$ cat src/hw/rtl/vm_numeric_type_cast_macros.svh
// Assertion macros shared by the numeric type cast RTL.
// Depends on nothing; included by modules that carry assertions.
`ifndef VM_NUMERIC_TYPE_CAST_MACROS_SVH
`define VM_NUMERIC_TYPE_CAST_MACROS_SVH

// Implication check, synchronous reset disables it
`define VNC_ASSERT_IMP(label, clk, rst, ante, cons, msg) \
  label: assert property (@(posedge clk) disable iff (rst) (ante) |-> (cons)) \
    else $error(msg);

// Next-cycle implication check
`define VNC_ASSERT_NXT(label, clk, rst, ante, cons, msg) \
  label: assert property (@(posedge clk) disable iff (rst) (ante) |=> (cons)) \
    else $error(msg);

`endif

$ cat src/hw/rtl/vnc_pkg.sv
// Package for the numeric type cast unit: type codes and the stage struct.
// Depends on nothing.
package vnc_pkg;

  typedef enum logic [2:0] {
    TY_BYTE   = 3'd0,
    TY_SHORT  = 3'd1,
    TY_CHAR   = 3'd2,
    TY_HALF   = 3'd3,
    TY_INT    = 3'd4,
    TY_FLOAT  = 3'd5,
    TY_LONG   = 3'd6,
    TY_DOUBLE = 3'd7
  } ty_t;

  // Operation picked in the first stage
  typedef enum logic [2:0] {
    OP_PASS  = 3'd0,
    OP_ERR   = 3'd1,
    OP_FLT32 = 3'd2,
    OP_FLT64 = 3'd3,
    OP_MASK  = 3'd4
  } op_t;

  // Normalised integer handed from the front end to the rounding stage
  typedef struct packed {
    logic        valid;
    op_t         op;
    logic        sign;
    logic        zero;
    logic [5:0]  msb;     // position of leading one
    logic [63:0] mant;    // magnitude, leading one at bit 63
    logic [63:0] passv;   // result for non-float ops
  } norm_t;

endpackage

$ cat src/hw/rtl/vnc_round.sv
// Rounding and packing stage pair: normalised magnitude to float32/float64; other ops pass passv through.
// Depends on vnc_pkg and the assertion macro header.
`include "vm_numeric_type_cast_macros.svh"
module vnc_round
  import vnc_pkg::*;
(
  input  logic        clk,
  input  logic        rst,
  input  norm_t       nin,
  output logic        valid,
  output logic [63:0] bits
);

  // Stage A: round-to-nearest-even increments
  logic        a_valid;
  op_t         a_op;
  logic        a_sign, a_zero;
  logic [5:0]  a_msb;
  logic [63:0] a_passv;
  logic [24:0] a_m32;  // 24-bit mantissa with carry
  logic [53:0] a_m64;

  logic        g32, s32, g64, s64;
  logic [23:0] t32;
  logic [52:0] t64;
  logic        inc32, inc64;

  always_comb begin
    t32   = nin.mant[63:40];
    g32   = nin.mant[39];
    s32   = |nin.mant[38:0];
    inc32 = g32 & (s32 | t32[0]);
    t64   = nin.mant[63:11];
    g64   = nin.mant[10];
    s64   = |nin.mant[9:0];
    inc64 = g64 & (s64 | t64[0]);
  end

  always_ff @(posedge clk) begin
    if (rst) begin
      a_valid <= 1'b0;
    end else begin
      a_valid <= nin.valid;
    end
    a_op    <= nin.op;
    a_sign  <= nin.sign;
    a_zero  <= nin.zero;
    a_msb   <= nin.msb;
    a_passv <= nin.passv;
    a_m32   <= {1'b0, t32} + {24'd0, inc32};
    a_m64   <= {1'b0, t64} + {53'd0, inc64};
  end

  // Stage B: exponent adjust and field packing
  logic [7:0]  e32;
  logic [10:0] e64;
  logic [22:0] f32;
  logic [51:0] f64;
  logic [63:0] bits_next;

  always_comb begin
    e32 = 8'd127 + {2'b00, a_msb} + {7'd0, a_m32[24]};
    e64 = 11'd1023 + {5'd0, a_msb} + {10'd0, a_m64[53]};
    f32 = a_m32[24] ? a_m32[23:1] : a_m32[22:0];
    f64 = a_m64[53] ? a_m64[52:1] : a_m64[51:0];
    case (a_op)
      OP_FLT32: bits_next = a_zero ? 64'd0 : {32'd0, a_sign, e32, f32};
      OP_FLT64: bits_next = a_zero ? 64'd0 : {a_sign, e64, f64};
      default:  bits_next = a_passv;
    endcase
  end

  always_ff @(posedge clk) begin
    if (rst) begin
      valid <= 1'b0;
    end else begin
      valid <= a_valid;
    end
    bits <= bits_next;
  end

  // Checks
  `VNC_ASSERT_NXT(a_vld_follow, clk, rst, nin.valid, a_valid, "stage A lost a request")
  `VNC_ASSERT_NXT(b_vld_follow, clk, rst, a_valid, valid, "stage B lost a request")
  `VNC_ASSERT_IMP(f32_hi_zero, clk, rst, valid && $past(a_op) == OP_FLT32,
                  bits[63:32] == 32'd0, "float32 result not zero-extended")

endmodule

$ cat src/hw/rtl/vm_numeric_type_cast.sv
// Top level of the numeric type cast unit: decode/magnitude and normalise stages feeding vnc_round.
// Depends on vnc_pkg, vnc_round and the assertion macro header.
//
//  channel   | handshake            | payload
//  ----------+----------------------+---------------------------------------
//  request   | start / busy         | raw_value, source_type, target_type
//  result    | done (strobe)        | converted_bits, cast_error
//
// Four register stages: decode/magnitude, leading-one shift, round, pack.
// One request per cycle; results leave the pack stage in request order.
// busy is tied low: the receiver cannot stall, so nothing backs up.
// Synchronous reset clears all valid bits; payload registers are not reset.
`include "vm_numeric_type_cast_macros.svh"
module vm_numeric_type_cast
  import vnc_pkg::*;
(
  input  logic        clk,
  input  logic        rst,
  input  logic        start,
  output logic        busy,
  input  logic [63:0] raw_value,
  input  logic [2:0]  source_type,
  input  logic [2:0]  target_type,
  output logic        done,
  output logic [63:0] converted_bits,
  output logic        cast_error
);

  assign busy = 1'b0;

  // Stage 1: decode the pair, take the magnitude
  logic        s1_valid, s1_sign, s1_err;
  op_t         s1_op;
  logic [63:0] s1_mag, s1_passv;

  logic        req;
  logic [63:0] sv;
  op_t         op_next;
  logic [63:0] pv_next;
  logic        sgn_next;

  assign req = start & ~busy;

  always_comb begin
    sv = (source_type == TY_INT) ? {{32{raw_value[31]}}, raw_value[31:0]} : raw_value;
    sgn_next = sv[63];
    op_next = OP_ERR;
    pv_next = 64'd0;
    if (source_type == target_type) begin
      op_next = OP_PASS;
      pv_next = raw_value;
    end else if (target_type == TY_BYTE) begin
      op_next = OP_PASS;
      pv_next = {56'd0, raw_value[7:0]};
    end else if (source_type == TY_INT || source_type == TY_LONG) begin
      case (target_type)
        TY_SHORT:  begin op_next = OP_MASK; pv_next = {48'd0, sv[15:0]}; end
        TY_INT:    begin op_next = OP_MASK; pv_next = {32'd0, sv[31:0]}; end
        TY_LONG:   begin op_next = OP_MASK; pv_next = sv; end
        TY_FLOAT:  op_next = OP_FLT32;
        TY_DOUBLE: op_next = OP_FLT64;
        default:   op_next = OP_ERR;
      endcase
    end
  end

  always_ff @(posedge clk) begin
    if (rst) begin
      s1_valid <= 1'b0;
    end else begin
      s1_valid <= req;
    end
    s1_op    <= op_next;
    s1_err   <= (op_next == OP_ERR);
    s1_sign  <= sgn_next;
    s1_mag   <= sgn_next ? (~sv + 64'd1) : sv;
    s1_passv <= pv_next;
  end

  // Stage 2: leading-one search and normalising shift
  logic [5:0]  lz;
  logic        found;
  norm_t       s2_next;
  logic        s2_err;
  norm_t       s2;

  always_comb begin
    lz = 6'd0;
    found = 1'b0;
    for (int i = 63; i >= 0; i--) begin
      if (!found && s1_mag[i]) begin
        lz = 6'(i);
        found = 1'b1;
      end
    end
    s2_next.valid = s1_valid;
    s2_next.op    = s1_op;
    s2_next.sign  = s1_sign;
    s2_next.zero  = ~found;
    s2_next.msb   = lz;
    s2_next.mant  = s1_mag << (6'd63 - lz);
    s2_next.passv = s1_passv;
  end

  always_ff @(posedge clk) begin
    if (rst) begin
      s2.valid <= 1'b0;
    end else begin
      s2.valid <= s2_next.valid;
    end
    s2.op    <= s2_next.op;
    s2.sign  <= s2_next.sign;
    s2.zero  <= s2_next.zero;
    s2.msb   <= s2_next.msb;
    s2.mant  <= s2_next.mant;
    s2.passv <= s2_next.passv;
    s2_err   <= s1_err;
  end

  // Stages 3 and 4: round and pack
  logic e3, e4;
  always_ff @(posedge clk) begin
    e3 <= s2_err;
    e4 <= e3;
  end

  vnc_round u_round (
    .clk   (clk),
    .rst   (rst),
    .nin   (s2),
    .valid (done),
    .bits  (converted_bits)
  );

  assign cast_error = e4;

  // Checks
  `VNC_ASSERT_IMP(err_zero, clk, rst, done && cast_error, converted_bits == 64'd0,
                  "error result not zero")
  `VNC_ASSERT_NXT(s1_take, clk, rst, start, s1_valid, "request not captured")
  `VNC_ASSERT_IMP(never_busy, clk, rst, 1'b1, !busy, "unit stalled")

endmodule

$ cat config.mk
export PLATFORM = sky130hd
export DESIGN_NAME = vm_numeric_type_cast
export DESIGN_NICKNAME = d
export VERILOG_FILES = /design/src/hw/rtl/vnc_pkg.sv /design/src/hw/rtl/vnc_round.sv /design/src/hw/rtl/vm_numeric_type_cast.sv
export VERILOG_INCLUDE_DIRS = /design/src /design/src/hw/rtl
export SDC_FILE = /design/constraint.sdc
export NUM_CORES = 1
export LEC_CHECK = 0
export ABC_AREA = 1
export BUFFER_PORTS_ARGS = -buffer_cell sky130_fd_sc_hd__buf_2
export CAP_MARGIN = 20
export CORE_MARGIN = 2
export CORE_UTILIZATION = 30
export DETAILED_ROUTE_END_ITERATION = 8
export GPL_TIMING_DRIVEN = 0
export PLACE_DENSITY_LB_ADDON = 0.12
export SYNTH_ARGS = -nofsm -noshare
export SYNTH_HDL_FRONTEND = slang
export SYNTH_SLANG_ARGS = --single-unit
$ cat constraint.sdc
create_clock -name clk -period 4.5 [get_ports clk]
set_input_delay 0.45 -clock clk [delete_from_list [all_inputs] [get_ports clk]]
set_output_delay 0.45 -clock clk [all_outputs]
set_load 0.05 [all_outputs]
======== Word level (Yosys, flattened, before mapping) ========
Index checks and enable logic that the tools add are counted.
W data, S select, Z words.
word-level totals
  bits in registers ....................... 497
  latch bits .............................. 0
  RAM bits ................................ 0
  bits in read-only memories .............. 0
  output and inout bits ................... 67
  logic and storage cells ................. 327
  memories ................................ 0
cells by class
  add/sub/neg operators ................... 8
  $mul .................................... 0
  div/mod/pow operators ................... 0
  $lt $le $gt $ge ......................... 0
  eq/ne operators ......................... 11
  shift operators ......................... 1
  mux-type cells .......................... 143
  bitwise logic cells ..................... 6
  reduce and logical (&&, ||, !) cells .... 131
operators with widths
  cell                     number
  $mux W6                  64
  $mux W64                 5
  $pmux W64 S3             1
  $pmux W64 S2             1
  $add A64 B1 Y64 const B  1
  $mux W1                  64
  $not A64 Y64             1
  $shl A64 B6 Y64          1
  $logic_and A1 B1 Y1      63
  $logic_not A1 Y1         63
  $mux W63                 1
  $add A53 B1 Y54          1
  $mux W52                 1
  $reduce_or A39 Y1        1
  $mux W32                 1
  $add A24 B1 Y25          1
  $mux W23                 1
  $eq A3 B3 Y1 const B     6
  $add A10 B6 Y11 const A  1
  $add A11 B1 Y11          1
  $reduce_or A10 Y1        1
  $mux W3                  3
  $pmux W3 S3              1
  $add A7 B6 Y8 const A    1
  11 further kinds         15

======== Depth between registers and ports, before layout ========
  word-level depth ........................ 192
  gate-level depth with buffers ........... 48
  depth with buffers taken out ............ 47

======== Modules after synthesis ========
Synthesis repeated with hierarchy kept, for this count alone.
second synthesis, totals
  cell total of the unflattened synthesis .. 3,032
  area total of the unflattened synthesis .. 22,061.2 um2
modules (own cells, without submodules)
  module                times used  cells an instance  area each (um2)
  vm_numeric_type_cast  1           1,955              13,531.7
  vnc_round             1           1,077              8,529.4

======== Worst setup path after synthesis ========
Ideal clock, no wire load.
  kind .................................... register to register
  from .................................... reg s1_mag[61]
  to ...................................... reg s2[116] (netlist bit)
  setup time .............................. 0.114 ns
  arrival time ............................ 4.646 ns
  required time ........................... 4.386 ns
  slack ................................... -0.259 ns
  cell stages (with the launch flop) ...... 43
  buffers on the path ..................... 2
  period minus slack after synthesis ...... 4.759 ns
  cell sequence ........................... dfxtp_1 > nor2_2 > nand2_2 > nor2_4 > nand4_4 > nor2_4 > nand4_4 > nor2_4 > nand4_2 > nor2_2 > nand4_2 > nor2_2 > nand4_1 > nor2_2 > nand4_2 > nor2_2 > nand4_4 > nor2_1 > (+7 left out) > nor2_2 > nand4_1 > nor2_1 > nand4_1 > nor2_1 > nand4_2 > nor2_4 > nand3_4 > nand2_4 > buf_6 > buf_6 > nand2_1 > nand3_1 > nand3_1 > nand3_1 > nand3_1 > nand3_1 > nand2_1
RTL lines
  item                      RTL line                    source
  start: declaration        vm_numeric_type_cast.sv:34  logic [63:0] s1_mag, s1_passv;
  start signal: assignment  vm_numeric_type_cast.sv:76  s1_mag <= sgn_next ? (~sv + 64'd1) : sv;
  end: declaration          vm_numeric_type_cast.sv:85  norm_t s2;

==> results.txt <==
The flow ran to the end, but the final reports show violations. The final reports fail on setup timing. At the end of routability-driven placement, the weighted congestion stood at about 0.96.

Counting along the longest clock path gives a buffer depth of 3. The H-tree generated during clock tree synthesis spans 2 levels. The clock tree skew after final layout is between 0.04 and 0.05 ns.

STA classifies the critical path endpoint as a flip-flop. The total placed cells including tap cells is slightly below 4,000. The worst-case setup margin in the final layout is -1.30 ns. The fraction of layout instances using a drive strength above 1 is 28.6%. The via count of the first global-routing pass is 20,500. The cell sitting at the root of the clock tree is a sky130_fd_sc_hd__clkbuf_16.

The number of nets handed over by synthesis was around 3,000. Input and output buffers added on the ports amount to 138. The first global-routing pass estimated roughly 130 mm of wire. The fraction of power consumed by sequential logic is approximately two fifths. STA classifies the critical path startpoint as a flip-flop. The headroom to the max-slew limit came out at 33.3%. Summing the areas of all fa, ha and maj instances in the mapped netlist gives 0.405% of the synthesized area. By count the netlist is led by 592 x sky130_fd_sc_hd__nand2_1, 539 x sky130_fd_sc_hd__nand3_1, 497 x sky130_fd_sc_hd__dfxtp_1. Setup slack on the worst reg-to-reg path comes out at -1.30 ns.

The average routed wire per standard cell is around 22 um. The synthesized area per cell is 7.51 sq um. Summing over every cut layer, the via total after detailed routing is a little over 20,000. For this run, the total global-route usage over all layers was measured as 24.3%.

The layout-stage area growth over the synthesis result is 34.6%. The most area-hungry cell type in the Yosys netlist is sky130_fd_sc_hd__dfxtp_1. The height of the die is roughly 270 um. The number of max-slew violations in the final report is 0. The proportion of netlist area held by the largest area contributor came out at 46.0%.

The max-cap violation count came out at 0. The hold violation total from the final report was 0. The worst hold slack came out at 0.0503 ns. For this run, the top clock speed supported by timing is about 0.17 GHz. The first-pass iteration count of the detailed router came out at 6. Per report_power, the clock group accounts for 28.8% of the total. After filler insertion, the fill cell instance count of the layout stands at ~7,300. Combinational cells account for 32.7% of the total power. For this run the aggregate overflow at the end of global routing stands at 0. The number of standard cells in the final layout excluding fillers is 4,118.

The number of hold buffers added after CTS was 0. The final antenna-violating net count is 0. In this run, the number of DRC markers left after iteration 0 of detailed routing was roughly 1,700. The cell row count is 98. The highest fanout seen on the critical path came out at 7. The number of top-level design ports came out at 140. The total clock sinks is 497. Power comes to approximately 15 mW.

The total clock buffers created by CTS came out at between 50 and 60. Setup repair after global routing could not meet its margin everywhere. After Yosys synthesis, XOR and XNOR cells account for 4.98% of the synthesized area.

The largest net degree at the start of global routing is 16. The min-delay analysis places its worst path in the category in2reg. The standard cell area after detailed placement is between 20,000 and 25,000 sq um. The final non-filler cell area is about 29,000 sq um. After Yosys synthesis, and, or, nand and nor cells account for around a third of the synthesized area. The peak supply drop came out at ~0.00033 V. For the pin with the worst max-slew slack, the measured transition is around 1 ns.

Summed over all nets, the switching power comes to ~5.8 mW. The total routed wirelength is 92.5 mm. The clock latency on the worst-skew pair is 0.60 ns. The synthesized-area fraction occupied by ao, oa, aoi and oai cells is under 10%.

Counting flops with a built-in enable in the synthesized netlist gives 0. Synthesis inferred a little under 500 register bits. The ratio of total power to cell area is ~520 nW/um^2. The worst setup slack after placement came out at -1.89 ns. The initial core utilization came out at between 30% and 40%. The clock transition at the registers of the reported paths came out at roughly 0.06 ns. The core region is 71,400 sq um. In the final layout, the multi-input gates occupy about 13,000 sq um. The number of distinct library cell variants in the gate-level netlist after synthesis came out at between 40 and 50. The critical path is of the reg2reg type. The post-synthesis cell area came out at about 22,000 sq um.

The switching share of power came out at 38.2%. Registers take roughly 10000 sq um. For this run, the slowest stage of the critical path takes approximately 0.36 ns. The overall die area is around 74,000 sq um. In the final timing run, aggregate negative setup slack is -76.20 ns. Setup violations remaining at the end of the flow were counted as 70. The count of unresolved DRC violations after routing came out at 0.

The net count reported at finish came out at ~3,200. TritonCTS built the clock tree. The count of warnings emitted by yosys came out at 0. The core occupancy in the finished layout came out at 40.8%. The floorplan step set the die width to between 200 and 300 um.

In the synthesized netlist the dominant register cell turns out to be sky130_fd_sc_hd__dfxtp_1. The required time reported for the critical path endpoint is ~5.0 ns. The worst endpoint data arrival time is between 6 and 7 ns. Synthesis produced a netlist whose cell count is 2,877. The async set-or-reset flop fraction in the synthesized netlist came out at 0%.

The worst-path cell with the longest stage delay is sky130_fd_sc_hd__dfxtp_4. The number of antenna diodes in the final layout is 0. The internal portion of the total power is ~9.4 mW. The per-cell via count in the routed design came out at slightly above 5. The leakage dissipation is about 13 nW. The number of antenna violations at the first check in global routing is 6. The sum of net half-perimeters after detailed placement came out at between 70 and 80 mm. In the post-synthesis netlist, the biggest area contributors are sky130_fd_sc_hd__dfxtp_1 46%, sky130_fd_sc_hd__nand3_1 12%, sky130_fd_sc_hd__nand2_1 10%. The sequential fraction of the synthesis area is between 40% and 50%. The main combinational cell family by area after synthesis is simple AND/OR/NAND/NOR gates. The final period demand of the worst path is about 5.8 ns. Among all cell types in the netlist, the one instantiated most often is sky130_fd_sc_hd__nand2_1.

The portion of synthesized area spent on multiplexers is 2.00%. The portion of the clock cycle consumed by the worst path in the final layout came out at 129%.
critical path: cells and delay by family (launching register included):
kind          cells  cell delay, ns
simple gates     40            5.02
buf+inv           2            0.29
flops             1            0.36
worst paths after layout:
kind,from,endpoint,cells after the start
setup reg to reg,s1_mag[62],s2[114],42
hold reg to reg,s2[33],u_round.a_passv[33],0
setup / recovery,s1_mag[62],s2[114],42
hold / removal,rst,u_round.a_valid,2
final cells by class:
| type | count | share of cell area [%] |
|---|---|---|
| Multi-Input combinational cell | 1925 | 44.1 |
| Sequential cell | 497 | 34.2 |
| Clock buffer | 65 | 4.71 |
| Timing Repair Buffer | 199 | 4.33 |
| Inverter | 326 | 4.24 |
| Tap cell | 950 | 4.09 |
| Buffer | 128 | 2.96 |
| Clock inverter | 28 | 1.35 |
metal layers:
layer  up-vias  global-route usage (%)  wire [um]
li1       9939                       -          -
met1      9933                    32.2      41600
met4         6                    8.50       3770
met2       658                    40.9      42900
met3       184                    2.49       4160
met5         -                       0         41
state kept, by name, summed over array words and instances (netlist names):
name	cells
s1_err	1
s1_passv	64
s1_mag	64
u_round.a_m32	25
s1_sign	1
s1_valid	1
u_round.a_m64	54
s2	140
cast_error	1
u_round.a_passv	64
u_round.a_zero	1
u_round.valid	1
u_round.a_valid	1
u_round.a_msb	6
u_round.a_op	3
u_round.bits	64
s1_op	3
u_round.a_sign	1
s2_err	1
e3	1
kinds of logic after synthesis:
group / Yosys count
multiplexers: 43
AND/OR/NAND/NOR: 1533
AO/OA/AOI/OAI: 218
adder cells (fa/ha/maj): 7
XOR/XNOR: 123
buffers and inverters: 455
other: 1
flip-flops: 497
cells in the final DEF, fill, tap and decap left out, types with 40 or more instances in the layout:
cell / instances
sky130_fd_sc_hd__mux2i_1: 42
sky130_fd_sc_hd__buf_2: 144
sky130_fd_sc_hd__o21ai_0: 129
sky130_fd_sc_hd__nand3_1: 213
sky130_fd_sc_hd__inv_1: 288
sky130_fd_sc_hd__clkbuf_1: 75
sky130_fd_sc_hd__nand3_2: 246
sky130_fd_sc_hd__nor3_1: 40
sky130_fd_sc_hd__xor2_1: 96
sky130_fd_sc_hd__nand4_1: 53
sky130_fd_sc_hd__nand2_2: 101
sky130_fd_sc_hd__nand3_4: 91
sky130_fd_sc_hd__nand2_1: 465
sky130_fd_sc_hd__dfxtp_1: 494
sky130_fd_sc_hd__nor2_1: 206
sky130_fd_sc_hd__clkbuf_16: 51
sky130_fd_sc_hd__buf_4: 58
what timing repair did:
action | 4_1_cts | 5_1_grt
endpoints found under the hold margin | 0 | 0
cloned | 3 | 0
buffers inserted | 48 | 11
pin swaps | 71 | 90
endpoints found under the setup margin | 70 | 75
gates resized for setup | 396 | 331
power groups by stage:
| stage | clock network [mW] | registers, mW | logic, mW |
|---|---|---|---|
| after floorplan | 0 | 5.82 | 2.19 |
| after global placement | 0 | 5.91 | 3.79 |
| after detailed placement | 0 | 5.92 | 3.77 |
| after CTS | 4.48 | 5.83 | 4.38 |
| after global routing | 4.64 | 5.92 | 5.30 |
| final | 4.38 | 5.84 | 4.96 |
No activity file was read; power rests on OpenSTA's default activity.
